===== config.mk =====
export PLATFORM = sky130hd
export DESIGN_NAME = priority_task_scheduler_unit
export DESIGN_NICKNAME = d
export VERILOG_FILES = /design/src/sv/pts_pkg.sv /design/src/sv/priority_task_scheduler_unit.sv /design/src/sv/pts_front.sv /design/src/sv/pts_engine.sv
export SDC_FILE = /design/constraint.sdc
export NUM_CORES = 2
export LEC_CHECK = 0
export BUFFER_PORTS_ARGS = -buffer_cell sky130_fd_sc_hd__buf_2
export CAP_MARGIN = 20
export CORE_ASPECT_RATIO = 2
export CORE_UTILIZATION = 59
export CTS_CLUSTER_DIAMETER = 120
export CTS_CLUSTER_SIZE = 40
export DETAILED_ROUTE_END_ITERATION = 6
export GPL_TIMING_DRIVEN = 0
export PLACE_DENSITY_LB_ADDON = 0.1
export SLEW_MARGIN = 20
export SYNTH_ARGS = -nofsm -noshare
export SYNTH_HDL_FRONTEND = slang
export SYNTH_SLANG_ARGS = --single-unit

===== constraint.sdc =====
create_clock -name clk -period 15.45 [get_ports clk]
set_clock_uncertainty 0.1 [all_clocks]
set_input_delay 1.545 -clock clk [delete_from_list [all_inputs] [get_ports clk]]
set_output_delay 1.545 -clock clk [all_outputs]
set_load 0.02 [all_outputs]

===== src/sv/pts_pkg.sv =====
// Shared types and constants for the priority task scheduler.
// No dependencies; used by every module of the block.
`default_nettype none
package pts_pkg;
	localparam int NumLevels = 32;
	localparam int NumTasks  = 16;
	localparam int LvlW      = $clog2(NumLevels);
	localparam int TaskW     = $clog2(NumTasks);
	localparam logic [7:0] LockMax = 8'd255;
	localparam int QDepth    = 2;

	typedef enum logic [2:0] {
		OP_READY    = 3'd0,
		OP_UNREADY  = 3'd1,
		OP_DELAY    = 3'd2,
		OP_UNDELAY  = 3'd3,
		OP_TICK     = 3'd4,
		OP_LOCK     = 3'd5,
		OP_UNLOCK   = 3'd6,
		OP_SCHEDULE = 3'd7
	} op_t;

	typedef struct packed {
		op_t              op;
		logic             tid_ok;
		logic [TaskW-1:0] tid;
		logic [LvlW-1:0]  lvl;
		logic [31:0]      dticks;
	} cmd_t;

	typedef struct packed {
		logic              switch_now;
		logic [TaskW-1:0]  next_task;
		logic [15:0]       woken_mask;
		logic [7:0]        lock_level;
		logic [31:0]       tick_total;
	} res_t;

	typedef enum logic [3:0] {
		ST_IDLE,
		ST_RM_WALK,
		ST_PUSH_HEAD,
		ST_TICK_SCAN,
		ST_SLICE,
		ST_SLICE_PUSH,
		ST_SCHED,
		ST_DONE
	} st_t;
endpackage
`default_nettype wire


===== src/sv/priority_task_scheduler_unit.sv =====
// Top level of the priority task scheduler: front end, command queue and
// sequencing engine. Uses pts_pkg, pts_front and pts_engine.
// A tick walks all 16 delay counters one per cycle, pausing to move each
// woken task, and each FIFO removal walks one link per cycle. A result waits
// in an output register while up to two further items queue at the front.
`default_nettype none
module priority_task_scheduler_unit (
	input  wire logic        clk,
	input  wire logic        arst_n,
	input  wire logic        push,
	output logic             full,
	input  wire logic [2:0]  op,
	input  wire logic [3:0]  task_id,
	input  wire logic [4:0]  prio,
	input  wire logic [31:0] delay_ticks,
	input  wire logic        cfg_we,
	input  wire logic [7:0]  slice_length,
	output logic             empty,
	input  wire logic        pop,
	output logic             switch_now,
	output logic [3:0]       next_task,
	output logic [15:0]      woken_mask,
	output logic [7:0]       lock_level,
	output logic [31:0]      tick_total
);
	import pts_pkg::*;

	cmd_t cmd;
	res_t res;
	logic cmd_valid, cmd_take, res_valid;

	pts_front u_front (
		.clk, .arst_n, .push, .full, .op, .task_id, .prio, .delay_ticks,
		.cmd, .cmd_valid, .cmd_take
	);

	pts_engine u_engine (
		.clk, .arst_n, .cmd, .cmd_valid, .cmd_take,
		.cfg_we, .cfg_wdata(slice_length),
		.res, .res_valid, .res_take(pop)
	);

	assign empty      = !res_valid;
	assign switch_now = res.switch_now;
	assign next_task  = res.next_task;
	assign woken_mask = res.woken_mask;
	assign lock_level = res.lock_level;
	assign tick_total = res.tick_total;
endmodule
`default_nettype wire


===== src/sv/pts_front.sv =====
// Front end: accepts items, range-checks the task id, clamps the level and
// normalises the delay, then queues the command for the engine. Uses pts_pkg.
`default_nettype none
module pts_front (
	input  wire logic          clk,
	input  wire logic          arst_n,
	input  wire logic          push,
	output logic               full,
	input  wire logic [2:0]    op,
	input  wire logic [3:0]    task_id,
	input  wire logic [4:0]    prio,
	input  wire logic [31:0]   delay_ticks,
	output pts_pkg::cmd_t      cmd,
	output logic               cmd_valid,
	input  wire logic          cmd_take
);
	import pts_pkg::*;

	cmd_t q_q [QDepth];
	logic [$clog2(QDepth)-1:0] wp_q, rp_q;
	logic [$clog2(QDepth):0]   cnt_q;
	cmd_t c;
	logic acc, take;

	always_comb begin
		c.op     = op_t'(op);
		c.tid_ok = 32'(task_id) < NumTasks;
		c.tid    = TaskW'(task_id);
		c.lvl    = (32'(prio) < NumLevels) ? LvlW'(prio) : LvlW'(NumLevels - 1);
		c.dticks = (delay_ticks == 32'd0) ? 32'd1 : delay_ticks;
	end

	assign full      = cnt_q == ($clog2(QDepth)+1)'(QDepth);
	assign cmd_valid = cnt_q != '0;
	assign cmd       = q_q[rp_q];
	assign acc       = push && !full;
	assign take      = cmd_take && cmd_valid;

	always_ff @(posedge clk) begin
		if (acc) q_q[wp_q] <= c;
	end

	always_ff @(posedge clk or negedge arst_n) begin
		if (!arst_n) begin
			wp_q <= '0; rp_q <= '0; cnt_q <= '0;
		end else begin
			if (acc) wp_q <= wp_q + 1'b1;
			if (take) rp_q <= rp_q + 1'b1;
			cnt_q <= cnt_q + ($clog2(QDepth)+1)'(acc) - ($clog2(QDepth)+1)'(take);
		end
	end
endmodule
`default_nettype wire


===== src/sv/pts_engine.sv =====
// Back end: sequencer that carries out one command at a time, stepping through
// states that work on the level FIFOs, delay counters and slices. Uses pts_pkg.
`default_nettype none
module pts_engine (
	input  wire logic          clk,
	input  wire logic          arst_n,
	input  pts_pkg::cmd_t      cmd,
	input  wire logic          cmd_valid,
	output logic               cmd_take,
	input  wire logic          cfg_we,
	input  wire logic [7:0]    cfg_wdata,
	output pts_pkg::res_t      res,
	output logic               res_valid,
	input  wire logic          res_take
);
	import pts_pkg::*;

	logic [NumLevels-1:0]  ready_q;
	logic [TaskW-1:0]      head_q [NumLevels];
	logic [TaskW-1:0]      tail_q [NumLevels];
	logic [TaskW:0]        count_q [NumLevels];
	logic [TaskW-1:0]      link_q [NumTasks];
	logic [LvlW-1:0]       level_q [NumTasks];
	logic [31:0]           dleft_q [NumTasks];
	logic [NumTasks-1:0]   dflag_q;
	logic [7:0]            slice_q [NumTasks];
	logic [7:0]            lock_q, slen_q;
	logic [TaskW-1:0]      run_q;
	logic                  runv_q;
	logic [31:0]           ticks_q;

	st_t st_q, st_d;
	cmd_t cmd_q;
	logic [TaskW-1:0]  tsk_q, cur_q, prev_q, scan_q;
	logic              hasp_q, found_q, wake_q;
	logic [LvlW-1:0]   rl_q, nl_q;
	logic [TaskW:0]    i_q;
	logic [15:0]       woken_q;
	logic              sw_q;
	res_t              out_q;
	logic              outv_q;

	// priority encoder over the ready bitmap
	logic [LvlW-1:0] top_lvl;
	always_comb begin
		top_lvl = '0;
		for (int l = NumLevels-1; l >= 0; l--)
			if (ready_q[l]) top_lvl = LvlW'(l);
	end

	assign cmd_take  = (st_q == ST_IDLE) && cmd_valid && !outv_q;
	assign res       = out_q;
	assign res_valid = outv_q;

	always_comb begin
		st_d = st_q;
		unique case (st_q)
			ST_IDLE:  if (cmd_take) st_d = ST_DONE;
			default:  st_d = st_q;
		endcase
	end

	always_ff @(posedge clk) begin
		if (st_q == ST_IDLE && cmd_take) cmd_q <= cmd;
	end

	always_ff @(posedge clk or negedge arst_n) begin
		if (!arst_n) begin
			st_q <= ST_IDLE;
			ready_q <= '0; dflag_q <= '0; lock_q <= '0; run_q <= '0;
			runv_q <= 1'b0; ticks_q <= '0; slen_q <= 8'd10; outv_q <= 1'b0;
			for (int l = 0; l < NumLevels; l++) count_q[l] <= '0;
			for (int t = 0; t < NumTasks; t++) slice_q[t] <= '0;
			// a task never readied is looked up on level 0, where it is never found
			for (int t = 0; t < NumTasks; t++) level_q[t] <= '0;
			tsk_q <= '0; cur_q <= '0; prev_q <= '0; scan_q <= '0; hasp_q <= 1'b0;
			found_q <= 1'b0; wake_q <= 1'b0; rl_q <= '0; nl_q <= '0; i_q <= '0;
			woken_q <= '0; sw_q <= 1'b0; out_q <= '0;
		end else begin
			if (cfg_we) slen_q <= cfg_wdata;
			if (res_take && outv_q) outv_q <= 1'b0;
			unique case (st_q)
				ST_IDLE: if (cmd_take) begin
					woken_q <= '0; sw_q <= 1'b0; wake_q <= 1'b0;
					tsk_q <= cmd.tid; nl_q <= cmd.lvl;
					rl_q <= level_q[cmd.tid]; cur_q <= head_q[level_q[cmd.tid]];
					hasp_q <= 1'b0; i_q <= '0; found_q <= 1'b0;
					unique case (cmd.op)
						OP_READY, OP_UNREADY:
							st_q <= cmd.tid_ok ? ST_RM_WALK : ST_DONE;
						OP_DELAY: begin
							if (cmd.tid_ok) begin
								dleft_q[cmd.tid] <= cmd.dticks;
								dflag_q[cmd.tid] <= 1'b1;
							end
							st_q <= ST_DONE;
						end
						OP_UNDELAY: begin
							if (cmd.tid_ok) dflag_q[cmd.tid] <= 1'b0;
							st_q <= ST_DONE;
						end
						OP_TICK: begin
							scan_q <= '0;
							ticks_q <= ticks_q + 32'd1;
							st_q <= ST_TICK_SCAN;
						end
						OP_LOCK: begin
							if (lock_q != LockMax) lock_q <= lock_q + 8'd1;
							st_q <= ST_DONE;
						end
						OP_UNLOCK: begin
							if (lock_q != '0) lock_q <= lock_q - 8'd1;
							st_q <= (lock_q == 8'd1) ? ST_SCHED : ST_DONE;
						end
						OP_SCHEDULE: st_q <= ST_SCHED;
						default: st_q <= ST_DONE;
					endcase
				end
				// one FIFO link per cycle; removes tsk_q from level rl_q
				ST_RM_WALK: begin
					if (i_q >= count_q[rl_q]) begin
						found_q <= 1'b0;
						st_q <= wake_q ? ST_PUSH_HEAD :
							(cmd_q.op == OP_READY) ? ST_PUSH_HEAD :
							(cmd_q.op == OP_TICK) ? ST_SLICE_PUSH : ST_DONE;
					end else if (cur_q == tsk_q) begin
						if (hasp_q) link_q[prev_q] <= link_q[cur_q];
						else head_q[rl_q] <= link_q[cur_q];
						if (tail_q[rl_q] == tsk_q && hasp_q) tail_q[rl_q] <= prev_q;
						count_q[rl_q] <= count_q[rl_q] - 1'b1;
						if (count_q[rl_q] == (TaskW+1)'(1)) ready_q[rl_q] <= 1'b0;
						found_q <= 1'b1;
						st_q <= wake_q ? ST_PUSH_HEAD :
							(cmd_q.op == OP_READY) ? ST_PUSH_HEAD :
							(cmd_q.op == OP_TICK) ? ST_SLICE_PUSH : ST_DONE;
					end else begin
						prev_q <= cur_q; hasp_q <= 1'b1;
						cur_q <= link_q[cur_q]; i_q <= i_q + 1'b1;
					end
				end
				ST_PUSH_HEAD: begin
					level_q[tsk_q] <= nl_q;
					if (count_q[nl_q] == '0) tail_q[nl_q] <= tsk_q;
					link_q[tsk_q] <= head_q[nl_q];
					head_q[nl_q] <= tsk_q;
					count_q[nl_q] <= count_q[nl_q] + 1'b1;
					ready_q[nl_q] <= 1'b1;
					if (wake_q) begin
						wake_q <= 1'b0;
						st_q <= (scan_q == TaskW'(NumTasks-1)) ? ST_SLICE : ST_TICK_SCAN;
						scan_q <= scan_q + 1'b1;
					end else st_q <= ST_DONE;
				end
				// one delay counter per cycle, pausing while a woken task is moved
				ST_TICK_SCAN: begin
					if (dflag_q[scan_q] && dleft_q[scan_q] <= 32'd1) begin
						dleft_q[scan_q] <= '0;
						dflag_q[scan_q] <= 1'b0;
						woken_q[scan_q] <= 1'b1;
						wake_q <= 1'b1;
						tsk_q <= scan_q; nl_q <= level_q[scan_q];
						rl_q <= level_q[scan_q]; cur_q <= head_q[level_q[scan_q]];
						hasp_q <= 1'b0; i_q <= '0;
						st_q <= ST_RM_WALK;
					end else begin
						if (dflag_q[scan_q]) dleft_q[scan_q] <= dleft_q[scan_q] - 32'd1;
						st_q <= (scan_q == TaskW'(NumTasks-1)) ? ST_SLICE : ST_TICK_SCAN;
						scan_q <= scan_q + 1'b1;
					end
				end
				ST_SLICE: begin
					if (!runv_q) st_q <= ST_SCHED;
					else if (slice_q[run_q] <= 8'd1) begin
						slice_q[run_q] <= slen_q;
						tsk_q <= run_q; rl_q <= level_q[run_q];
						cur_q <= head_q[level_q[run_q]];
						hasp_q <= 1'b0; i_q <= '0;
						st_q <= ST_RM_WALK;
					end else begin
						slice_q[run_q] <= slice_q[run_q] - 8'd1;
						st_q <= ST_SCHED;
					end
				end
				ST_SLICE_PUSH: begin
					if (found_q) begin
						if (count_q[rl_q] == '0) head_q[rl_q] <= tsk_q;
						else link_q[tail_q[rl_q]] <= tsk_q;
						tail_q[rl_q] <= tsk_q;
						count_q[rl_q] <= count_q[rl_q] + 1'b1;
						ready_q[rl_q] <= 1'b1;
					end
					st_q <= ST_SCHED;
				end
				ST_SCHED: begin
					if (lock_q == '0 && ready_q != '0 &&
					    !(runv_q && head_q[top_lvl] == run_q)) begin
						run_q <= head_q[top_lvl];
						runv_q <= 1'b1;
						sw_q <= 1'b1;
					end
					st_q <= ST_DONE;
				end
				ST_DONE: begin
					out_q.switch_now <= sw_q;
					out_q.next_task  <= run_q;
					out_q.woken_mask <= woken_q;
					out_q.lock_level <= lock_q;
					out_q.tick_total <= ticks_q;
					outv_q <= 1'b1;
					st_q <= ST_IDLE;
				end
				default: st_q <= st_d;
			endcase
		end
	end
endmodule
`default_nettype wire

==> results of run 1 <==
[cell usage after synthesis (all sizes together), types with 7 or more instances]
cell     number
o32ai        25
a22o         82
nor2b        34
mux2i       154
nor2        366
xnor2        67
a222oi       22
o311ai       31
o21ai       404
clkbuf      321
a21oi       231
nand4        21
a31oi        29
buf          96
o221ai       19
o31ai         7
inv          50
mux4        512
or2          19
xor2         31
a2111oi       7
ha           27
nand2b       28
o211ai       10
nor4         29
or3          20
o21bai       13
nand3        84
a21o          9
nor3         81
and3         24
a211oi       29
o2111ai       9
edfxtp      923
mux2        292
and2         23
o22ai       117
a22oi        77
or4           9
nand2       498
dfrtp       587
o21a          8
[layer usage]
metal  track usage  GRT overflow
met1         0.712             7
met2         0.947          1316
met3         0.527            35
met4         0.778           616
met5         0.172             0
[cell families after synthesis]
logic type               Yosys count  synth area share
flip-flops                      1512             0.567
AND/OR/NAND/NOR                 1251            0.0737
AO/OA/AOI/OAI                   1184            0.0999
multiplexers                     958             0.218
buffers and inverters            469            0.0250
XOR/XNOR                          98            0.0115
adder cells (fa/ha/maj)           27           0.00451
[per-stage QoR]
| step | setup slack [ns] | cells |
|---|---|---|
| after floorplan | 9.86 | 5499 |
| after global placement | -2.00 | 7291 |
| after detailed placement | 4.95 | 7367 |
| after CTS | 4.96 | 7449 |
==> reports/results.tsv, run 1 <==
stage	metric	value	unit
outcome	outcome	stopped before the end	
outcome	failing_step	global routing (5_1_grt)	
outcome	error	[ERROR GRT-0116] Global routing finished with congestion. Check the congestion regions in the DRC Viewer.	
die	rows	184	
synth	ys_ff_latch	1512	
grt	grt_pass1_wl	670000	microns
synth	ys_seq_area_frac	0.567	
synth	ys_types	78	
synth	async_flop_share	0.390	
placed_design	detailed_place.area	79100	sq um
grt	grt_pass1_vias	73700	
placed_design	io_buffers	118	
cts	h-tree-depth	2	
cts	post_cts_resized	0	
synth	synth_edf_count	923	
die	initial_utilization	0.596	
synth	synth_area_leader_cell	edfxtp_1	
cts	cts_max_path_buffers	3	
synth	syn-cell-area	74900	sq um
grt	overflow	1974	
synth	synth.avg_cell_area	13.6	sq um
synth	synth_ff_type	edfxtp_1	
placed_design	place_hpwl	274000	microns
placed_design	place_congestion	1.23	
cts	postCtsHoldBufs	0	
cts	numCtsBuffers	44	
die	io_pins	120	
cts	clock-root-buffer	clkbuf_16	
synth	synth.area.top_cells	edfxtp_1, dfrtp_1, mux4_2	
grt	grt_max_degree	106	
cts	cts.sinks	1512	
synth	synth_cells	5499	
synth	yosys_warnings	0	
synth	syn-num-nets	5583	
synth	yosysTopAreaCellShare	0.370	
die	die_y	506	microns
cts	postCtsSetupRepairBufs	0	
grt	grt_usage	0.735	
die	die_w	254	microns
==> run 2: changes to the inputs <==
CORE_ASPECT_RATIO = default   (was 2)
CORE_UTILIZATION = 40   (was 59)
CTS_CLUSTER_DIAMETER = default   (was 120)
CTS_CLUSTER_SIZE = default   (was 40)
PLACE_DENSITY_LB_ADDON = 0.15   (was 0.1)
==> run 2 against run 1 <==
  * The flow now finishes, with violations (DRC)
  * Synthesized cell count unchanged
  * Area after synthesis did not move
==> reports/results.tsv, run 2 <==
stage	metric	value	unit
timing	layout_setup_ws	4.99	ns
worst_hold_path	hp-class	reg2reg	
drt	drc_errors	9	
synth	yosys_warnings	0	
power	p_per_area	216	nW/um^2
synth	ys_seq_area_frac	0.567	
worst_setup_path	crit_path_start	u_engine.rl_q[1]	
layout	largest_registers	u_engine.dleft_q: 512 flops, u_engine.count_q: 160 flops	
worst_setup_path	r2r_setup_slack	4.99	ns
layout	utilization	0.463	
synth	syn-num-nets	5583	
die	die_w	435	microns
grt	grt_pass1_vias	52500	
synth	ys_ff_latch	1512	
worst_setup_path	regToRegStartpoint	u_engine.rl_q[1]	
synth	yosysMostFrequentCell	edfxtp_1	
synth	synth_cells	5499	
placed_design	io_buffers	118	
worst_setup_path	slowest_stage	clkbuf_1	
layout	regMostFlops	u_engine.dleft_q	
layout	final_area	86000	sq um
drt	vias_per_cell	6.44	
synth	ys_types	78	
timing	slew_violations	0	
drt	routed_wl	300000	microns
timing	setup_viol	0	
grt	grt_pass1_wl	419000	microns
layout	drive_above_1_share	0.233	
cts	clock-root-buffer	clkbuf_16	
flow_run	maxCapViolCount	0	
worst_setup_path	cp.required	16.03	ns
synth	synth_area_leader_cell	edfxtp_1	
die	rows	158	
layout	finalNetCount	5944	
worst_setup_path	worstSetupStartpointType	flop	
worst_setup_path	crit_top_cell	clkbuf_1	
grt	overflow	0	
die	io_pins	120	
synth	syn-cell-area	74900	sq um
drt	detail-route-antenna-nets	0	
worst_hold_path	hp-start	u_engine.ticks_q[31]	
layout	area_growth	14.8	%
synth	synth_common_cells	edfxtp_1, dfrtp_1, mux4_2	
drt	wl_per_cell	35.4	microns
die	die_area	189000	sq um
synth	synth_ff_type	edfxtp_1	
worst_setup_path	critical-path-max-stage-delay	1.02	ns
timing	grt_setup_unrepaired	no	
outcome	outcome	finished, violations left	
placed_design	place_hpwl	221000	microns
layout	layout_commonest_cell	edfxtp_1	
worst_setup_path	path_delay_family	buffers and inverters	
layout	largest_reg_flops	512	
die	die_y	435	microns
grt	antenna_found_initial	22	
synth	synth.avg_cell_area	13.6	sq um
cts	h-tree-depth	4	
worst_setup_path	path_cells	clkbuf_1 > clkbuf_1 > clkbuf_1 > buf_1 > mux4_2 > o22ai_1 > a2111o_1 > clkbuf_1 > inv_1 > ha_1 > nand2b_1 > a21o_1 > a21o_1 > a21o_1 > a21o_1 > o311ai_0 > clkbuf_1 > clkbuf_1 > nand2_1 > o221ai_1	
worst_setup_path	critPathArrivalTime	11.04	ns
power	p_leak	30.3	nW
synth	async_flop_share	0.390	
cts	cts.sinks	1512	
die	initial_utilization	0.403	
cts	clkTransAtPathRegs	0.07	ns
cts	postCtsSetupRepairBufs	0	
synth	synth_edf_count	923	
drt	firstDrtPassIters	7	
synth	yosysTopAreaCellShare	0.370	
cts	numCtsBuffers	169	
grt	grt_usage	0.318	
power	vdd_ir_drop_max	0.135	mV
cts	cts_max_path_buffers	3	
timing	tightest_slew	1.36	ns
layout	most-common-layout-cells	edfxtp_1, dfrtp_1, mux4_2	
die	core-area	186000	sq um
cts	clk_latency	0.85	ns
synth	synth.area.top_cells	edfxtp_1, dfrtp_1, mux4_2	
timing	fin_crit_sh	0.677	
worst_setup_path	setup.worst_path.class	reg2reg	
power	total_power	0.0186	W
timing	hold_viol	0	
placed_design	detailed_place.area	80200	sq um
cts	cts_tree	built	
drt	drt_iter0_markers	7943	
worst_setup_path	cp_num_buf_inv	8	
drt	vias	54600	
timing	fmax	95.6	MHz
cts	post_cts_resized	0	
placed_design	post-place-ws	5.67	ns
layout	fill_cells	16500	
placed_design	place_congestion	1.02	
timing	slew_headroom	0.0959	
outcome	violations	DRC	
worst_setup_path	cp_max_fo	10	
cts	postCtsHoldBufs	0	
grt	grt_max_degree	90	
timing	min_period	10.46	ns
worst_setup_path	cp-end-kind	flop	
run 2: cell counts after synthesis:
Identical to the previous run, type by type.
run 2: cell type report:
cell class / instances / area [sq um] / share of cell area
diodes: 6 / 15.0 / 0.000175
plain buffers: 417 / 1700 / 0.0197
clock buffers: 228 / 4610 / 0.0537
clock inverters: 84 / 961 / 0.0112
inverters: 52 / 195 / 0.00227
multi-input cells: 3518 / 31000 / 0.360
flip-flops and latches: 1512 / 42500 / 0.494
well taps: 2480 / 3100 / 0.0361
repair buffers: 190 / 1970 / 0.0229
run 2: cells by family (layout without fill, tap and decap cells):
| family | count (synthesis) | in the layout | share of synthesized area |
|---|---|---|---|
| xor gates and xnor gates | 98 | 98 | 0.0115 |
| other | 0 | 6 | 0 |
| muxes | 958 | 958 | 0.218 |
| AOI/OAI and AO/OA | 1184 | 1184 | 0.0999 |
| and+or+nand+nor | 1251 | 1251 | 0.0737 |
| buffers and inverters | 469 | 971 | 0.0250 |
| DFF | 1512 | 1512 | 0.567 |
| adders and majority gates | 27 | 27 | 0.00451 |
run 2: metal layers:
metal	routed length [microns]	GRT usage	part of all wire	vias to the layer above
met2	127000	0.446	0.42	3069
li1	-	-	-	22300
met3	32100	0.0909	0.11	478
met5	85	0	0.00028	-
met4	9070	0.0932	0.030	12
met1	133000	0.475	0.44	28800
run 2: worst paths after layout:
check	cells past startpoint	endpoint
max	20	u_engine.count_q[89]
max in group asynchronous	4	u_engine.res[23]
min	1	u_engine.ticks_q[31]
min reg2reg	1	u_engine.ticks_q[31]
min in group asynchronous	1	u_engine.slen_q[6]
max reg2reg	20	u_engine.count_q[89]
run 2: metrics by stage:
stage	instances	TNS (ns)	hold WS, ns
floorplan	5499	0	0.342
global route	8484	0	0.398
global placement	8097	-2446.05	0.357
CTS	8476	0	0.385
detailed placement	8164	0	0.371
finish	8487	0	0.380
run 2: report_power, final:
part / switching, W / total (W) / leakage, nW / internal, W
sequential: 0.000406 / 0.00559 / 16.2 / 0.00518
combinational: 0.00618 / 0.00888 / 11.4 / 0.00270
clock: 0.00178 / 0.00409 / 2.69 / 0.00231
total: 0.00837 / 0.0186 / 30.3 / 0.0102
Note: power is estimated with default switching activity, not from simulation.
